## config.mk

```make
export PLATFORM = sky130hd
export DESIGN_NAME = mvsr_voice_mem
export DESIGN_NICKNAME = d
export VERILOG_FILES = /design/src/mvsr_pkg.sv /design/src/mvsr_voice_mem.sv
export SDC_FILE = /design/constraint.sdc
export NUM_CORES = 2
export LEC_CHECK = 0
export BUFFER_PORTS_ARGS = -buffer_cell sky130_fd_sc_hd__clkbuf_2
export CAP_MARGIN = 5
export CORE_ASPECT_RATIO = 0.8
export CORE_MARGIN = 4
export CORE_UTILIZATION = 30
export DETAILED_ROUTE_END_ITERATION = 7
export MAX_ROUTING_LAYER = met4
export SLEW_MARGIN = 40
export SYNTH_ARGS = -nofsm -noshare
export SYNTH_HDL_FRONTEND = slang
export SYNTH_SLANG_ARGS = --single-unit
```

## constraint.sdc

```tcl
create_clock -name clk -period 12.22 [get_ports clk]
set_clock_uncertainty 0.1 [all_clocks]
set_input_delay 1.833 -clock clk [delete_from_list [all_inputs] [get_ports clk]]
set_output_delay 1.833 -clock clk [all_outputs]
set_load 0.01 [all_outputs]
```

## src/mvsr_pkg.sv

```systemverilog
// ----------------------------------------------------------------------------
// mvsr_pkg
// Shared types and constants of the multi-voice sample recorder and player.
// ----------------------------------------------------------------------------
package mvsr_pkg;

  // Field widths fixed by the item formats.
  localparam int SMP_W      = 16;
  localparam int POS_W      = 17;
  localparam int RPOS_W     = 34;
  localparam int LVL_W      = 16;
  localparam int SPEED_W    = 20;
  localparam int GAIN_W     = 16;
  localparam int STEP_W     = 15;
  localparam int START_W    = 16;
  localparam int FRAC_W     = 16;
  localparam int REQ_W      = 3;
  localparam int VOICE_W    = 5;
  localparam int CFG_IDX_W  = 2;
  localparam int CFG_DATA_W = 20;

  // Envelope level that means unity.
  localparam logic [LVL_W-1:0] ENV_ONE = 16'h8000;

  // Request codes.
  localparam logic [REQ_W-1:0] REQ_TICK       = 3'd0;
  localparam logic [REQ_W-1:0] REQ_START_REC  = 3'd1;
  localparam logic [REQ_W-1:0] REQ_STOP_REC   = 3'd2;
  localparam logic [REQ_W-1:0] REQ_START_PLAY = 3'd3;
  localparam logic [REQ_W-1:0] REQ_STOP_PLAY  = 3'd4;

  // Configuration register indexes.
  localparam logic [CFG_IDX_W-1:0] CFG_PLAY_SPEED    = 2'd0;
  localparam logic [CFG_IDX_W-1:0] CFG_GAIN          = 2'd1;
  localparam logic [CFG_IDX_W-1:0] CFG_ENVELOPE_STEP = 2'd2;
  localparam logic [CFG_IDX_W-1:0] CFG_PLAY_START    = 2'd3;

  // One entry of the voice state memory.
  typedef struct packed {
    logic              recording;
    logic [POS_W-1:0]  wpos;
    logic [POS_W-1:0]  take_len;
    logic              has_take;
    logic              playing;
    logic              once_mode;
    logic              loop_mode;
    logic              fading_in;
    logic              fading_out;
    logic [LVL_W-1:0]  level;
    logic [RPOS_W-1:0] rpos;
  } voice_t;

  localparam voice_t VOICE_RESET = '{level: ENV_ONE, default: '0};

endpackage

```

## src/mvsr_voice_mem.sv

```systemverilog
// ----------------------------------------------------------------------------
// mvsr_voice_mem
// Voice state memory with one write and one registered read port. Entries
// not yet written read as the reset state, tracked by per-entry valid bits.
// ----------------------------------------------------------------------------
module mvsr_voice_mem #(
  parameter int VOICES = 32,
  localparam int VA_W = (VOICES > 1) ? $clog2(VOICES) : 1
) (
  input  logic                 clk,
  input  logic                 rst,
  input  logic [VA_W-1:0]      rd_addr,
  output mvsr_pkg::voice_t     rd_data,
  input  logic                 wr_en,
  input  logic [VA_W-1:0]      wr_addr,
  input  mvsr_pkg::voice_t     wr_data
);

  mvsr_pkg::voice_t mem [VOICES];
  logic [VOICES-1:0] valid;
  mvsr_pkg::voice_t rd_q;
  logic             vld_q;

  // Storage and registered read.
  always_ff @(posedge clk) begin
    if (wr_en) begin
      mem[wr_addr] <= wr_data;
    end
    rd_q <= mem[rd_addr];
  end

  // Valid bits cleared by reset, set by the first write.
  always_ff @(posedge clk) begin
    if (rst) begin
      valid <= '0;
      vld_q <= 1'b0;
    end else begin
      if (wr_en) begin
        valid[wr_addr] <= 1'b1;
      end
      vld_q <= valid[rd_addr];
    end
  end

  assign rd_data = vld_q ? rd_q : mvsr_pkg::VOICE_RESET;

endmodule

```

==> results.py <==
metrics = {
    "global_route": {
        "grt_pass1_vias": 53565,
        "grt_pass1_wl_um": 424000,
        "grt-ovfl-total": 0,
        "grt.total_usage_pct": 15.9,
        "antenna_found_initial": 60,
        "grt_max_degree": 134,
    },
    "yosys": {
        "synth_nets": 4840,
        "syn_area_mm2": 0.112,
        "ys_seq_area_share_pct": 80.4,
        "synth.top_cell.area_share_pct": 78.1,
        "synthFlopType": "edfxtp_1",
        "synth_area_leaders": "edfxtp_1 (78%), mux4_2 (15%), dfxtp_1 (2.2%)",
        "synth_cell_types": 30,
        "synth-edff-count": 2912,
        "netlist_instances": 4736,
        "yosysWarnings": 0,
        "synth.most_common_cell": "edfxtp_1",
        "yosys_register_bits": 3036,
        "yosysTopAreaCell": "edfxtp_1",
        "async_flop_share_pct": 0,
        "syn_avg_cell_area_um2": 23.6,
        "ys_top_cells_by_count": "edfxtp_1 (2912), mux4_2 (730), o22ai_1 (360)",
    },
    "clock_network": {
        "clk_pin_slew_ns": 0.06,
        "clock_sinks": 3036,
        "clk_latency_ns": 0.84,
        "ctsHoldBuffers": 0,
        "cts_buffer_depth": 4,
        "cts_made_buffers": 282,
        "postCtsSetupBuffers": 0,
        "cts_resized": 0,
        "cts_max_level": 5,
        "root_buffer": "clkbuf_16",
        "cts_tree": "done",
    },
    "placed_design": {
        "place.gp.congestion": 0.716,
        "hpwlAfterDp_um": 155000,
        "port_buffers": 194,
    },
    "finish": {
        "fin_nets": 5200,
        "drive_above_1_share_pct": 28.1,
        "areaGrowthSynthToFinish_pct": 15.7,
        "fillers": 33915,
    },
    "die": {
        "core-area_mm2": 0.371,
        "die_width_um": 691,
        "die_area_mm2": 0.383,
        "ios": 195,
        "start_util_pct": 30.1,
        "die_h_um": 554,
        "num_rows": 200,
    },
    "sta": {
        "rsz0062_at_grt": "false",
        "slew_headroom_pct": 39.8,
        "post-route-period-util_pct": 41.1,
        "setup_viol": 0,
        "fmax_ghz": 0.199,
        "slew_violations": 0,
        "fin_tns_setup_ns": 0,
        "period_needed_ns": 5.02,
        "worst_pin_slew_ns": 0.903,
        "hold_viol": 0,
    },
    "setup_path": {
        "rr_startpoint": "valid[23]",
        "worstPathRequired_ns": 12.80,
        "critPathLaunchType": "input pin",
        "cp_cell_sequence": "clkbuf_16, buf_6, buf_4, nand3_4, buf_4, o22ai_1, nor4_1",
        "crit_slowest_cell": "nand3_4",
        "endpoint_kind": "register",
        "crit_arrival_ns": 5.60,
        "crit_path_frequent_cell": "buf_4",
        "slowest_delay_ns": 0.84,
        "r2r-end": "vld_q",
        "r2r_slack_ns": 10.38,
        "r2r_cells": 4,
        "crit_type": "in2reg",
        "worstPathMaxFanout": 91,
    },
    "outcome": {
        "outcome": "completed",
    },
    "power": {
        "p_leak_nw": 39.5,
        "totalPowerFinal_mw": 21.1,
        "peakVddDrop_mv": 0.110,
        "p_per_area_mw_per_mm2": 163,
    },
    "route": {
        "drtIter0Drc": 6668,
        "avgViaCountPerCell": 5.18,
        "drt_pre_antenna_iters": 6,
        "postRouteAntennaNets": 0,
        "post-route-drc-count": 0,
        "totalWireLength_um": 304000,
        "avgRoutedWirePerCell_um": 29.6,
        "vias": 53322,
    },
    "flow_run": {
        "drv_cap": 0,
    },
    "worst_hold_path": {
        "min_from": "valid[6]",
        "hold_depth": 2,
        "min_path_type": "reg2reg",
        "holdPathEnd": "valid[6]",
    },
}
[state kept, by name, indices dropped and copies added, names as in the netlist]
name and count:
mem 2912, valid 32, rd_q 91, vld_q 1
[critical path, delay by kind of cell]
kind,cells,cell delay [ns]
compound gates,1,0.29
buf+inv,4,2.32
simple gates,2,0.93
[worst max-delay path by stage]
stage | cells after the start | startpoint | slack [ns] | endpoint
5_1_grt | 3 | vld_q | 7.16 | rd_data[60]
3_3_place_gp | 7 | rd_addr[1] | 5.88 | rd_q[59]
3_5_place_dp | 7 | rd_addr[1] | 6.42 | rd_q[17]
6_report | 7 | rd_addr[1] | 7.20 | rd_q[17]
2_1_floorplan | 3 | wr_addr[0] | 5.26 | mem[12][0]
4_1_cts | 3 | vld_q | 7.14 | rd_data[60]
[final cells by class]
type / count / area [um2] / share of cell area, %
clock buffer: 397 / 7900 / 6.10
multi-input combinational: 1441 / 21000 / 16.2
timing repair buffer: 335 / 3450 / 2.66
clock inverter: 102 / 897 / 0.693
sequential: 3036 / 89900 / 69.5
antenna: 28 / 70.1 / 0.0541
tap: 4949 / 6190 / 4.78
[per-layer routing]
layer  vias up  share of wire (%)  track usage, %
li1      21171                  -               -
met4         0                2.7            4.10
met2      2459                 50            26.0
met1     29156                 40            20.9
met3       536                7.7            2.38
met5         -                  0               -
[metrics by stage]
step                hold WS (ns)  area (um2)  util (%)  std cells  worst slack [ns]
global placement           0.344      119000      32.1       9709              5.88
finish                     0.372      129000      34.9      10288              7.20
CTS                        0.373      129000      34.8      10255              7.14
global route               0.385      129000      34.9      10276              7.16
floorplan                  0.335      112000         -       4736              5.26
detailed placement         0.358      120000      32.4       9756              6.42
[cell families after synthesis]
| family | after synthesis | share of synthesized area, % |
|---|---|---|
| simple gates | 331 | 1.62 |
| compound gates | 364 | 2.04 |
| flops | 3036 | 80.4 |
| mux | 746 | 14.8 |
| buf+inv | 259 | 1.14 |
[placed cells by master, fill, tap and decap left out, types with 31 or more instances in the layout]
cell / Yosys / routed
and2_1: 90 / 90
buf_12: 0 / 31
buf_16: 0 / 43
buf_4: 62 / 37
clkbuf_1: 122 / 85
clkbuf_16: 0 / 293
clkbuf_2: 1 / 191
clkinv_1: 0 / 40
clkinv_2: 0 / 32
dfxtp_1: 124 / 123
edfxtp_1: 2912 / 2912
mux4_2: 730 / 730
nor2_1: 100 / 68
nor2_4: 0 / 32
nor4_1: 91 / 91
o22ai_1: 360 / 360
[power by group]
group	switching, mW	internal, mW	total (mW)
combinational	0.520	0.333	0.854
clock	3.74	4.84	8.57
sequential	0.0909	11.6	11.6
No activity file was read; power rests on OpenSTA's default activity.
