--- src/mvsr_pkg.sv ---
// ----------------------------------------------------------------------------
// mvsr_pkg
// Shared types and constants of the multi-voice sample recorder and player.
// ----------------------------------------------------------------------------
package mvsr_pkg;

  // Field widths fixed by the item formats.
  localparam int SMP_W      = 16;
  localparam int POS_W      = 17;
  localparam int RPOS_W     = 34;
  localparam int LVL_W      = 16;
  localparam int SPEED_W    = 20;
  localparam int GAIN_W     = 16;
  localparam int STEP_W     = 15;
  localparam int START_W    = 16;
  localparam int FRAC_W     = 16;
  localparam int REQ_W      = 3;
  localparam int VOICE_W    = 5;
  localparam int CFG_IDX_W  = 2;
  localparam int CFG_DATA_W = 20;

  // Envelope level that means unity.
  localparam logic [LVL_W-1:0] ENV_ONE = 16'h8000;

  // Request codes.
  localparam logic [REQ_W-1:0] REQ_TICK       = 3'd0;
  localparam logic [REQ_W-1:0] REQ_START_REC  = 3'd1;
  localparam logic [REQ_W-1:0] REQ_STOP_REC   = 3'd2;
  localparam logic [REQ_W-1:0] REQ_START_PLAY = 3'd3;
  localparam logic [REQ_W-1:0] REQ_STOP_PLAY  = 3'd4;

  // Configuration register indexes.
  localparam logic [CFG_IDX_W-1:0] CFG_PLAY_SPEED    = 2'd0;
  localparam logic [CFG_IDX_W-1:0] CFG_GAIN          = 2'd1;
  localparam logic [CFG_IDX_W-1:0] CFG_ENVELOPE_STEP = 2'd2;
  localparam logic [CFG_IDX_W-1:0] CFG_PLAY_START    = 2'd3;

  // One entry of the voice state memory.
  typedef struct packed {
    logic              recording;
    logic [POS_W-1:0]  wpos;
    logic [POS_W-1:0]  take_len;
    logic              has_take;
    logic              playing;
    logic              once_mode;
    logic              loop_mode;
    logic              fading_in;
    logic              fading_out;
    logic [LVL_W-1:0]  level;
    logic [RPOS_W-1:0] rpos;
  } voice_t;

  localparam voice_t VOICE_RESET = '{level: ENV_ONE, default: '0};

endpackage

--- src/mvsr_if.sv ---
// ----------------------------------------------------------------------------
// mvsr_if
// Request and result channels with a valid/ready handshake.
// ----------------------------------------------------------------------------
interface mvsr_req_if;
  logic                               valid;
  logic                               ready;
  logic [mvsr_pkg::REQ_W-1:0]         req_type;
  logic [mvsr_pkg::VOICE_W-1:0]       voice;
  logic signed [mvsr_pkg::SMP_W-1:0]  in_sample;
  logic                               play_once;
  logic                               play_loop;

  modport source (output valid, req_type, voice, in_sample, play_once, play_loop,
                  input ready);
  modport sink (input valid, req_type, voice, in_sample, play_once, play_loop,
                output ready);
endinterface

interface mvsr_rsp_if;
  logic                               valid;
  logic                               ready;
  logic signed [mvsr_pkg::SMP_W-1:0]  mix_sample;
  logic                               voice_recording;
  logic                               voice_playing;

  modport source (output valid, mix_sample, voice_recording, voice_playing,
                  input ready);
  modport sink (input valid, mix_sample, voice_recording, voice_playing,
                output ready);
endinterface

--- src/mvsr_engine.sv ---
// ----------------------------------------------------------------------------
// mvsr_engine
// Sequencer that walks the voices through the state and sample memories,
// records, interpolates, scales and mixes, and holds the result register.
// ----------------------------------------------------------------------------
module mvsr_engine #(
  parameter int VOICES = 32,
  parameter int BUFFER_DEPTH = 65536,
  localparam int VA_W = (VOICES > 1) ? $clog2(VOICES) : 1,
  localparam int SA_W = $clog2(VOICES * BUFFER_DEPTH)
) (
  input  logic                                   clk,
  input  logic                                   rst,
  mvsr_req_if.sink                               in_ch,
  mvsr_rsp_if.source                             out_ch,
  input  logic signed [mvsr_pkg::SPEED_W-1:0]    play_speed,
  input  logic [mvsr_pkg::GAIN_W-1:0]            gain,
  input  logic [mvsr_pkg::STEP_W-1:0]            envelope_step,
  input  logic [mvsr_pkg::START_W-1:0]           play_start,
  output logic [VA_W-1:0]                        vm_rd_addr,
  input  mvsr_pkg::voice_t                       vm_rd_data,
  output logic                                   vm_wr_en,
  output logic [VA_W-1:0]                        vm_wr_addr,
  output mvsr_pkg::voice_t                       vm_wr_data,
  output logic [SA_W-1:0]                        sm_rd_addr,
  input  logic [mvsr_pkg::SMP_W-1:0]             sm_rd_data,
  output logic                                   sm_wr_en,
  output logic [SA_W-1:0]                        sm_wr_addr,
  output logic [mvsr_pkg::SMP_W-1:0]             sm_wr_data
);

  localparam int MIX_W = 24 + $clog2(VOICES) + 1;
  localparam logic [VA_W-1:0] LAST_VOICE = VA_W'(VOICES - 1);
  localparam logic [mvsr_pkg::POS_W-1:0] DEPTH_P = mvsr_pkg::POS_W'(BUFFER_DEPTH);
  localparam logic [SA_W-1:0] DEPTH_A = SA_W'(BUFFER_DEPTH);

  typedef enum logic [10:0] {
    S_IDLE  = 11'b00000000001,
    S_ISSUE = 11'b00000000010,
    S_EVAL  = 11'b00000000100,
    S_RDA   = 11'b00000001000,
    S_RDB   = 11'b00000010000,
    S_MUL   = 11'b00000100000,
    S_GAIN  = 11'b00001000000,
    S_ENV   = 11'b00010000000,
    S_WB    = 11'b00100000000,
    S_REQ   = 11'b01000000000,
    S_DONE  = 11'b10000000000
  } state_t;

  state_t state;

  // Latched item.
  logic [mvsr_pkg::REQ_W-1:0]   req_q;
  logic [mvsr_pkg::VOICE_W-1:0] voice_q;
  logic [mvsr_pkg::SMP_W-1:0]   sample_q;
  logic                         once_q;
  logic                         loop_q;
  logic                         vvalid_q;

  // Voice walk and datapath registers.
  logic [VA_W-1:0]              vidx;
  mvsr_pkg::voice_t             vs_q;
  logic [SA_W-1:0]              addr_a;
  logic [SA_W-1:0]              addr_b;
  logic                         ok_a;
  logic                         ok_b;
  logic [mvsr_pkg::FRAC_W-1:0]  frac_q;
  logic signed [15:0]           a_q;
  logic signed [33:0]           prod_q;
  logic signed [33:0]           g_q;
  logic signed [39:0]           e_q;
  logic signed [MIX_W-1:0]      mix_q;
  logic                         rep_rec;
  logic                         rep_play;

  // Result register.
  logic                         out_valid;
  logic signed [15:0]           out_mix;
  logic                         out_rec;
  logic                         out_play;

  logic                         in_fire;
  logic                         in_vvalid;
  logic                         is_mine;
  logic                         done_load;
  logic [SA_W-1:0]              base;

  // Head evaluation signals.
  logic signed [35:0]           h0;
  logic signed [35:0]           len_fx;
  logic signed [35:0]           start_fx;
  logic signed [35:0]           h1;
  logic signed [19:0]           idx;
  logic signed [19:0]           idx_b;
  logic signed [19:0]           len_s;
  logic                         wrap_hi;
  logic                         wrap_lo;
  logic [mvsr_pkg::RPOS_W-1:0]  h_new;
  logic [mvsr_pkg::POS_W-1:0]   wp1;
  mvsr_pkg::voice_t             rec_nv;
  mvsr_pkg::voice_t             req_nv;
  mvsr_pkg::voice_t             env_nv;
  mvsr_pkg::voice_t             play_nv;
  logic [mvsr_pkg::RPOS_W-1:0]  start34;

  // Arithmetic signals.
  logic signed [15:0]           b_val;
  logic signed [16:0]           diff;
  logic signed [33:0]           sh;
  logic signed [16:0]           interp;
  logic signed [21:0]           x_g;
  logic signed [17:0]           lvl_mul;
  logic [16:0]                  lvl_up;
  logic signed [17:0]           lvl_dn;
  logic signed [24:0]           voice_out;

  assign in_fire   = in_ch.valid && in_ch.ready;
  assign in_ch.ready = (state == S_IDLE);
  assign in_vvalid = (7'(in_ch.voice) < 7'(VOICES));
  assign is_mine   = vvalid_q && (VA_W'(voice_q) == vidx);
  assign base      = SA_W'(vidx) * DEPTH_A;
  assign done_load = (state == S_DONE) && (!out_valid || out_ch.ready);

  assign out_ch.valid           = out_valid;
  assign out_ch.mix_sample      = out_mix;
  assign out_ch.voice_recording = out_rec;
  assign out_ch.voice_playing   = out_play;

  // Read head wrap and frame addresses for the voice just read.
  always_comb begin
    h0       = 36'($signed(vm_rd_data.rpos));
    len_fx   = $signed({3'b0, vm_rd_data.take_len, 16'b0});
    start_fx = $signed({4'b0, play_start, 16'b0});
    wrap_hi  = h0 > (len_fx - 36'sd65536);
    wrap_lo  = h0 < start_fx;
    if (wrap_hi) begin
      h1 = start_fx;
    end else if (wrap_lo) begin
      h1 = len_fx - 36'sd196608;
    end else begin
      h1 = h0;
    end
    idx   = h1[35:16];
    idx_b = idx + 20'sd1;
    len_s = $signed({3'b0, vm_rd_data.take_len});
    h_new = h1[33:0] + 34'(play_speed);
    start34 = {2'b0, play_start, 16'b0};
    play_nv = vm_rd_data;
    play_nv.rpos = h_new;
    if (wrap_hi && vm_rd_data.once_mode) begin
      play_nv.playing = 1'b0;
    end
  end

  // Recording update of the voice just read.
  always_comb begin
    rec_nv = vm_rd_data;
    wp1 = vm_rd_data.wpos + 17'd1;
    rec_nv.wpos = wp1;
    if (wp1 >= DEPTH_P) begin
      rec_nv.recording = 1'b0;
      rec_nv.take_len  = wp1;
      rec_nv.has_take  = 1'b1;
    end
  end

  // Request update of the addressed voice.
  always_comb begin
    req_nv = vm_rd_data;
    case (req_q)
      mvsr_pkg::REQ_START_REC: begin
        if (!vm_rd_data.recording) begin
          req_nv = mvsr_pkg::VOICE_RESET;
          req_nv.recording = 1'b1;
        end
      end
      mvsr_pkg::REQ_STOP_REC: begin
        if (vm_rd_data.recording) begin
          req_nv.recording = 1'b0;
          req_nv.take_len  = vm_rd_data.wpos;
          req_nv.has_take  = 1'b1;
        end
      end
      mvsr_pkg::REQ_START_PLAY: begin
        if (vm_rd_data.has_take) begin
          req_nv.once_mode  = once_q;
          req_nv.loop_mode  = loop_q;
          req_nv.rpos       = start34;
          req_nv.playing    = 1'b1;
          req_nv.fading_in  = 1'b1;
          req_nv.fading_out = 1'b0;
          req_nv.level      = '0;
        end
      end
      mvsr_pkg::REQ_STOP_PLAY: begin
        if (vm_rd_data.playing && !vm_rd_data.once_mode && !vm_rd_data.loop_mode) begin
          req_nv.fading_in  = 1'b0;
          req_nv.fading_out = 1'b1;
          req_nv.level      = mvsr_pkg::ENV_ONE;
        end
      end
      default: begin
        req_nv = vm_rd_data;
      end
    endcase
  end

  // Interpolation, gain and envelope arithmetic.
  always_comb begin
    b_val   = ok_b ? $signed(sm_rd_data) : 16'sd0;
    diff    = 17'(b_val) - 17'(a_q);
    sh      = prod_q >>> 16;
    interp  = 17'(a_q) + sh[16:0];
    x_g     = g_q[33:12];
    if (vs_q.fading_in || vs_q.fading_out) begin
      lvl_mul = $signed({2'b0, vs_q.level});
    end else begin
      lvl_mul = $signed({2'b0, mvsr_pkg::ENV_ONE});
    end
    voice_out = e_q[39:15];
    lvl_up  = {1'b0, vs_q.level} + {2'b0, envelope_step};
    lvl_dn  = $signed({2'b0, vs_q.level}) - $signed({3'b0, envelope_step});
  end

  // Envelope and stop conditions after one played sample.
  always_comb begin
    env_nv = vs_q;
    if (vs_q.fading_in) begin
      if (lvl_up >= 17'h08000) begin
        env_nv.level     = mvsr_pkg::ENV_ONE;
        env_nv.fading_in = 1'b0;
      end else begin
        env_nv.level = lvl_up[15:0];
      end
    end else if (vs_q.fading_out) begin
      if (lvl_dn <= 18'sd0) begin
        env_nv.level      = '0;
        env_nv.fading_out = 1'b0;
        env_nv.playing    = 1'b0;
      end else begin
        env_nv.level = lvl_dn[15:0];
      end
    end
    if (vs_q.rpos == start34 && vs_q.once_mode) begin
      env_nv.playing = 1'b0;
    end
  end

  // Memory port control.
  always_comb begin
    vm_rd_addr = (state == S_IDLE) ? VA_W'(in_ch.voice) : vidx;
    vm_wr_en   = 1'b0;
    vm_wr_addr = vidx;
    vm_wr_data = vs_q;
    sm_rd_addr = (state == S_RDB) ? addr_b : addr_a;
    sm_wr_en   = 1'b0;
    sm_wr_addr = base + SA_W'(vm_rd_data.wpos[15:0]);
    sm_wr_data = sample_q;
    unique case (state)
      S_EVAL: begin
        if (vm_rd_data.recording) begin
          vm_wr_en   = 1'b1;
          vm_wr_data = rec_nv;
          sm_wr_en   = vm_rd_data.wpos < DEPTH_P;
        end
      end
      S_WB: begin
        vm_wr_en = 1'b1;
      end
      S_REQ: begin
        vm_wr_en   = 1'b1;
        vm_wr_addr = VA_W'(voice_q);
        vm_wr_data = req_nv;
      end
      default: begin
        vm_wr_en = 1'b0;
      end
    endcase
  end

  // Result register: loaded when the item completes, cleared when taken.
  always_ff @(posedge clk) begin
    if (rst) begin
      out_valid <= 1'b0;
    end else if (done_load) begin
      out_valid <= 1'b1;
      out_rec   <= rep_rec;
      out_play  <= rep_play;
      if (mix_q > MIX_W'(32767)) begin
        out_mix <= 16'sh7FFF;
      end else if (mix_q < -MIX_W'(32768)) begin
        out_mix <= -16'sh8000;
      end else begin
        out_mix <= mix_q[15:0];
      end
    end else if (out_valid && out_ch.ready) begin
      out_valid <= 1'b0;
    end
  end

  // Sequencer.
  always_ff @(posedge clk) begin
    if (rst) begin
      state <= S_IDLE;
    end else begin
      unique case (state)
        S_IDLE: begin
          if (in_fire) begin
            req_q    <= in_ch.req_type;
            voice_q  <= in_ch.voice;
            sample_q <= in_ch.in_sample;
            once_q   <= in_ch.play_once;
            loop_q   <= in_ch.play_loop;
            vvalid_q <= in_vvalid;
            vidx     <= '0;
            mix_q    <= '0;
            rep_rec  <= 1'b0;
            rep_play <= 1'b0;
            if (in_ch.req_type == mvsr_pkg::REQ_TICK) begin
              state <= S_ISSUE;
            end else if (in_vvalid) begin
              // Unknown requests pass through unchanged but still report the voice.
              state <= S_REQ;
            end else begin
              state <= S_DONE;
            end
          end
        end
        S_ISSUE: begin
          state <= S_EVAL;
        end
        S_EVAL: begin
          if (!vm_rd_data.recording && vm_rd_data.playing && vm_rd_data.has_take) begin
            vs_q   <= play_nv;
            addr_a <= base + SA_W'(idx[15:0]);
            addr_b <= base + SA_W'(idx_b[15:0]);
            ok_a   <= !idx[19] && (idx < len_s);
            ok_b   <= !idx_b[19] && (idx_b < len_s);
            frac_q <= h1[15:0];
            state  <= S_RDA;
          end else begin
            if (is_mine) begin
              rep_rec  <= vm_rd_data.recording ? rec_nv.recording : 1'b0;
              rep_play <= vm_rd_data.playing;
            end
            if (vidx == LAST_VOICE) begin
              state <= S_DONE;
            end else begin
              vidx  <= vidx + 1'b1;
              state <= S_ISSUE;
            end
          end
        end
        S_RDA: begin
          state <= S_RDB;
        end
        S_RDB: begin
          a_q   <= ok_a ? $signed(sm_rd_data) : 16'sd0;
          state <= S_MUL;
        end
        S_MUL: begin
          prod_q <= diff * $signed({1'b0, frac_q});
          state  <= S_GAIN;
        end
        S_GAIN: begin
          g_q   <= interp * $signed({1'b0, gain});
          state <= S_ENV;
        end
        S_ENV: begin
          e_q   <= x_g * lvl_mul;
          vs_q  <= env_nv;
          state <= S_WB;
        end
        S_WB: begin
          mix_q <= mix_q + MIX_W'(voice_out);
          if (is_mine) begin
            rep_rec  <= vs_q.recording;
            rep_play <= vs_q.playing;
          end
          if (vidx == LAST_VOICE) begin
            state <= S_DONE;
          end else begin
            vidx  <= vidx + 1'b1;
            state <= S_ISSUE;
          end
        end
        S_REQ: begin
          rep_rec  <= req_nv.recording;
          rep_play <= req_nv.playing;
          state    <= S_DONE;
        end
        S_DONE: begin
          if (done_load) begin
            state <= S_IDLE;
          end
        end
        default: begin
          state <= S_IDLE;
        end
      endcase
    end
  end

endmodule

--- src/flat_wrapper.sv ---
// flat-port wrapper written by rule: the top's interface ports become plain ports
module mvsr_engine_flat 
#(
  parameter int VOICES = 32,
  parameter int BUFFER_DEPTH = 65536,
  localparam int VA_W = (VOICES > 1) ? $clog2(VOICES) : 1,
  localparam int SA_W = $clog2(VOICES * BUFFER_DEPTH)
)
  (clk, rst, play_speed, gain, envelope_step, play_start, vm_rd_addr, vm_rd_data, vm_wr_en, vm_wr_addr, vm_wr_data, sm_rd_addr, sm_rd_data, sm_wr_en, sm_wr_addr, sm_wr_data, in_ch_valid, in_ch_req_type, in_ch_voice, in_ch_in_sample, in_ch_play_once, in_ch_play_loop, in_ch_ready, out_ch_valid, out_ch_mix_sample, out_ch_voice_recording, out_ch_voice_playing, out_ch_ready);
  mvsr_req_if in_ch_i ();
  mvsr_rsp_if out_ch_i ();
  input  logic clk;
  input  logic rst;
  input  logic signed [mvsr_pkg::SPEED_W-1:0] play_speed;
  input  logic [mvsr_pkg::GAIN_W-1:0] gain;
  input  logic [mvsr_pkg::STEP_W-1:0] envelope_step;
  input  logic [mvsr_pkg::START_W-1:0] play_start;
  output logic [VA_W-1:0] vm_rd_addr;
  input  mvsr_pkg::voice_t vm_rd_data;
  output logic vm_wr_en;
  output logic [VA_W-1:0] vm_wr_addr;
  output mvsr_pkg::voice_t vm_wr_data;
  output logic [SA_W-1:0] sm_rd_addr;
  input  logic [mvsr_pkg::SMP_W-1:0] sm_rd_data;
  output logic sm_wr_en;
  output logic [SA_W-1:0] sm_wr_addr;
  output logic [mvsr_pkg::SMP_W-1:0] sm_wr_data;
  input wire logic [$bits(in_ch_i.valid)-1:0] in_ch_valid;
  input wire logic [$bits(in_ch_i.req_type)-1:0] in_ch_req_type;
  input wire logic [$bits(in_ch_i.voice)-1:0] in_ch_voice;
  input wire logic [$bits(in_ch_i.in_sample)-1:0] in_ch_in_sample;
  input wire logic [$bits(in_ch_i.play_once)-1:0] in_ch_play_once;
  input wire logic [$bits(in_ch_i.play_loop)-1:0] in_ch_play_loop;
  output wire logic [$bits(in_ch_i.ready)-1:0] in_ch_ready;
  output wire logic [$bits(out_ch_i.valid)-1:0] out_ch_valid;
  output wire logic [$bits(out_ch_i.mix_sample)-1:0] out_ch_mix_sample;
  output wire logic [$bits(out_ch_i.voice_recording)-1:0] out_ch_voice_recording;
  output wire logic [$bits(out_ch_i.voice_playing)-1:0] out_ch_voice_playing;
  input wire logic [$bits(out_ch_i.ready)-1:0] out_ch_ready;
  assign in_ch_i.valid = in_ch_valid;
  assign in_ch_i.req_type = in_ch_req_type;
  assign in_ch_i.voice = in_ch_voice;
  assign in_ch_i.in_sample = in_ch_in_sample;
  assign in_ch_i.play_once = in_ch_play_once;
  assign in_ch_i.play_loop = in_ch_play_loop;
  assign in_ch_ready = in_ch_i.ready;
  assign out_ch_valid = out_ch_i.valid;
  assign out_ch_mix_sample = out_ch_i.mix_sample;
  assign out_ch_voice_recording = out_ch_i.voice_recording;
  assign out_ch_voice_playing = out_ch_i.voice_playing;
  assign out_ch_i.ready = out_ch_ready;
  mvsr_engine #(.VOICES(VOICES), .BUFFER_DEPTH(BUFFER_DEPTH)) u_core (.clk(clk), .rst(rst), .in_ch(in_ch_i), .out_ch(out_ch_i), .play_speed(play_speed), .gain(gain), .envelope_step(envelope_step), .play_start(play_start), .vm_rd_addr(vm_rd_addr), .vm_rd_data(vm_rd_data), .vm_wr_en(vm_wr_en), .vm_wr_addr(vm_wr_addr), .vm_wr_data(vm_wr_data), .sm_rd_addr(sm_rd_addr), .sm_rd_data(sm_rd_data), .sm_wr_en(sm_wr_en), .sm_wr_addr(sm_wr_addr), .sm_wr_data(sm_wr_data));
endmodule
--- config.mk ---
export PLATFORM = sky130hd
export DESIGN_NAME = mvsr_engine_flat
export DESIGN_NICKNAME = d
export VERILOG_FILES = /design/src/mvsr_pkg.sv /design/src/mvsr_if.sv /design/src/mvsr_engine.sv /design/src/flat_wrapper.sv
export SDC_FILE = /design/constraint.sdc
export NUM_CORES = 2
export LEC_CHECK = 0
export BUFFER_PORTS_ARGS = -buffer_cell sky130_fd_sc_hd__buf_4
export CAP_MARGIN = 20
export CORE_ASPECT_RATIO = 1.2
export CORE_MARGIN = 4
export CORE_UTILIZATION = 45
export CTS_BUF_LIST = sky130_fd_sc_hd__clkbuf_16
export CTS_CLUSTER_SIZE = 10
export DETAILED_ROUTE_END_ITERATION = 8
export PLACE_DENSITY = 0.73
export SYNTH_ARGS = -nofsm -noshare
export SYNTH_HDL_FRONTEND = slang
export SYNTH_SLANG_ARGS = --single-unit
--- constraint.sdc ---
create_clock -name clk -period 10.4 [get_ports clk]
set_input_delay 1.04 -clock clk [delete_from_list [all_inputs] [get_ports clk]]
set_output_delay 1.04 -clock clk [all_outputs]
set_load 0.05 [all_outputs]
==> results_dict.tcl <==
set metrics [dict create \
    clockBufferDepth 3 \
    synth.largest_area_cell "fa_1" \
    grt_overflow 0 \
    comb_power_share_pct 61.1 \
    required_ns 10.72 \
    grt_pass1_vias 46860 \
    via_per_inst 5.493 \
    row_count 141 \
    die-area_um2 129400 \
    fin_crit_ns 9.713 \
    htree_num_levels 2 \
    switching_share_pct 42.63 \
    gp_congestion 1.014 \
    synthTopCellsByCount "inv_1 (1,159), fa_1 (887), nand2_1 (739), and2_1 (481), ha_1 (462)" \
    ys_ff_latch 318 \
    startpoint_type "flip-flop" \
    worst_pin_slew_ns 1.136 \
    cts_resized 0 \
    vias 44080 \
    hold_viol 0 \
    ys.flop_type "edfxtp_1" \
    critPathMaxFanout 17 \
    pre_cts_ws_ns 0.3259 \
    grt_usage_pct 26.84 \
    utilization_pct 50.09 \
    setup_ws_ns 0.6870 \
    synth_warnings 0 \
    synth_top_area_share_pct 31.91 \
    dpl.hpwl_mm 141.2 \
    drt_first_pass_iters 6 \
    hold_class "flip-flop to flip-flop" \
    antenna_found_initial 14 \
    synth_edf_count 306 \
    initialDrtViolationCount 2916 \
    synth-seq-area-share_pct 16.94 \
    cts_hold_buf 0 \
    synth.area.top_cells "fa_1 (32%), edfxtp_1 (17%), ha_1 (10%)" \
    power_density_nw_per_um2 128.8 \
    ir_drop_v 0.0002297 \
    final_layout_size_suffix_gt1_share_pct 9.261 \
    areaGrowthSynthToFinish_pct 10.68 \
    crit_path_frequent_cell "fa_1" \
    grt_max_degree 59 \
    grt_setup_unrepaired "no" \
    grt_pass1_wl_mm 267.2 \
    numCtsBuffers 41 \
    critPathMaxStageDelay_ns 0.65 \
    drv_slew 0 \
    fp.coreArea_um2 123000 \
    post_cts_buffers 0 \
    fillers 11350 \
    cts_tree "yes" \
    clkTransAtPathRegs_ns 0.05 \
    clk-insertion-delay-late_ns 0.61 \
    max_freq_ghz 0.1030 \
    cts.sinks 318 \
    initial_core_util_pct 45.25 \
    setup_tns_ns 0 \
    setup.worst_path.end_class "flip-flop" \
    layout.nets 7900 \
    p_seq_share_pct 21.4 \
    fin_worst_skew_ns 0.03985 \
    p_int_mw 4.549 \
    outcome "finished clean" \
    drc 0 \
    switchingPower_mw 3.381 \
    crit_slowest_cell "o31ai_1" \
    cellLeakagePower_nw 29.01 \
    hold_slack_ns 0.4255 \
    die_x_um 329.0 \
    syn_inst 6093 \
    slew_headroom_pct 23.47 \
    fin_crit_sh_pct 93.39 \
    synth.most_common_cell "inv_1" \
    io_pins 385 \
    drv_cap 0 \
    syn_avg_cell_area_um2 9.133 \
    crit_arrival_ns 10.03 \
    finalSetupViolCount 0 \
    ys_types 92 \
    die_y_um 393.2 \
    synth_area_um2 55650 \
    synth_fp_nets 7646 \
    power_mw 7.930 \
    async_flop_share_pct 0 \
    path_class "flip-flop to flip-flop" \
    antenna_left 0 \
    power.share.clock_pct 17.5 \
    place.port_buffers 384 \
    drt-total-wl_mm 172.3 \
    clockRootBuffer "clkbuf_16" \
    wl_per_cell_um 21.48 \
]
worst max-delay path: cells and delay by family, from the launching register on:
family,cells,cell delay [ns]
compound gates,14,3.66
fa+ha+maj,8,3.52
xor+xnor,1,0.11
simple gates,5,0.80
flops,1,0.63
buf+inv,5,0.68
power groups by stage:
| stage | sequential (mW) | combinational [mW] | clock, mW |
|---|---|---|---|
| after floorplan | 1.73 | 3.66 | 0 |
| after global placement | 1.72 | 4.70 | 0 |
| after detailed placement | 1.72 | 4.84 | 0 |
| after CTS | 1.69 | 4.89 | 1.41 |
| after global routing | 1.70 | 5.54 | 1.46 |
| final | 1.69 | 4.84 | 1.39 |
through the flow:
step                area (µm²)  instances
floorplan                55650       6093
global placement         60260       7944
detailed placement       60260       7944
CTS                      61520       8011
global route             61580       8019
finish                   61590       8024
final timing paths:
check / slack [ns] / to / start / depth (start not counted)
worst min-delay path: 0.43 / u_core.out_ch.voice_playing / u_core.rep_play / 0
worst min register to register: 0.43 / u_core.out_ch.voice_playing / u_core.rep_play / 0
worst max register to register: 0.69 / u_core.prod_q[32] / u_core.ok_b / 33
worst max-delay path: 0.69 / u_core.prod_q[32] / u_core.ok_b / 33
logic make-up after synthesis:
family,Yosys count,share of synthesized area (%)
XOR/XNOR,268,4.232
AND/OR/NAND/NOR,1940,17.14
flip-flops,318,16.94
AO/OA/AOI/OAI,757,8.906
adder cells (fa/ha/maj),1355,42.41
multiplexers,34,0.6228
buffers and inverters,1421,9.752
layer usage:
layer | share of wire [%] | track usage [%] | vias up
met1 | 37 | 31.86 | 22190
met5 | 0.019 | 0 | -
met4 | 6.7 | 14.94 | 4
li1 | - | - | 19720
met3 | 6.9 | 4.275 | 459
met2 | 49 | 46.47 | 1709
sequential cells by signal (all words and copies together) (netlist names), 17 cells and up:
| signal | cells |
|---|---|
| u_core.env_nv | 72 |
| u_core.e_q | 24 |
| u_core.vs_q | 19 |
| u_core.mix_q | 30 |
| u_core.addr_b | 21 |
| u_core.g_q | 22 |
| u_core.prod_q | 17 |
layout make-up:
type | instances | area [µm²] | area share, %
antenna | 9 | 22.52 | 0.03657
multi-input combinational | 4354 | 40920 | 66.45
clock buffer | 41 | 1026 | 1.666
tap | 1644 | 2057 | 3.340
inverter | 1162 | 4362 | 7.082
clock inverter | 26 | 227.7 | 0.3697
sequential | 318 | 9429 | 15.31
timing repair buffer | 470 | 3541 | 5.749
cells in the final DEF (no fill, tap or decap), types with 15 or more instances in the layout:
| master | n |
|---|---|
| and2_1 | 481 |
| and3_1 | 30 |
| a21o_1 | 67 |
| edfxtp_1 | 306 |
| xor2_1 | 85 |
| nand3_1 | 53 |
| buf_4 | 467 |
| clkbuf_16 | 41 |
| nand2_1 | 739 |
| nor4_1 | 22 |
| mux2i_1 | 29 |
| nor2b_1 | 76 |
| a31oi_1 | 17 |
| a211oi_1 | 39 |
| fa_1 | 887 |
| a22oi_1 | 29 |
| o211ai_1 | 22 |
| a21oi_1 | 209 |
| or3_1 | 15 |
| nor2_1 | 293 |
| o21ai_0 | 160 |
| inv_1 | 1170 |
| ha_1 | 462 |
| xnor2_1 | 179 |
| o21bai_1 | 25 |
| o21a_1 | 29 |
| nand4_1 | 33 |
| or2_2 | 15 |
| nor3_1 | 77 |
| a22o_1 | 34 |
| nand2b_1 | 46 |
No activity file was read; power rests on OpenSTA's default activity.
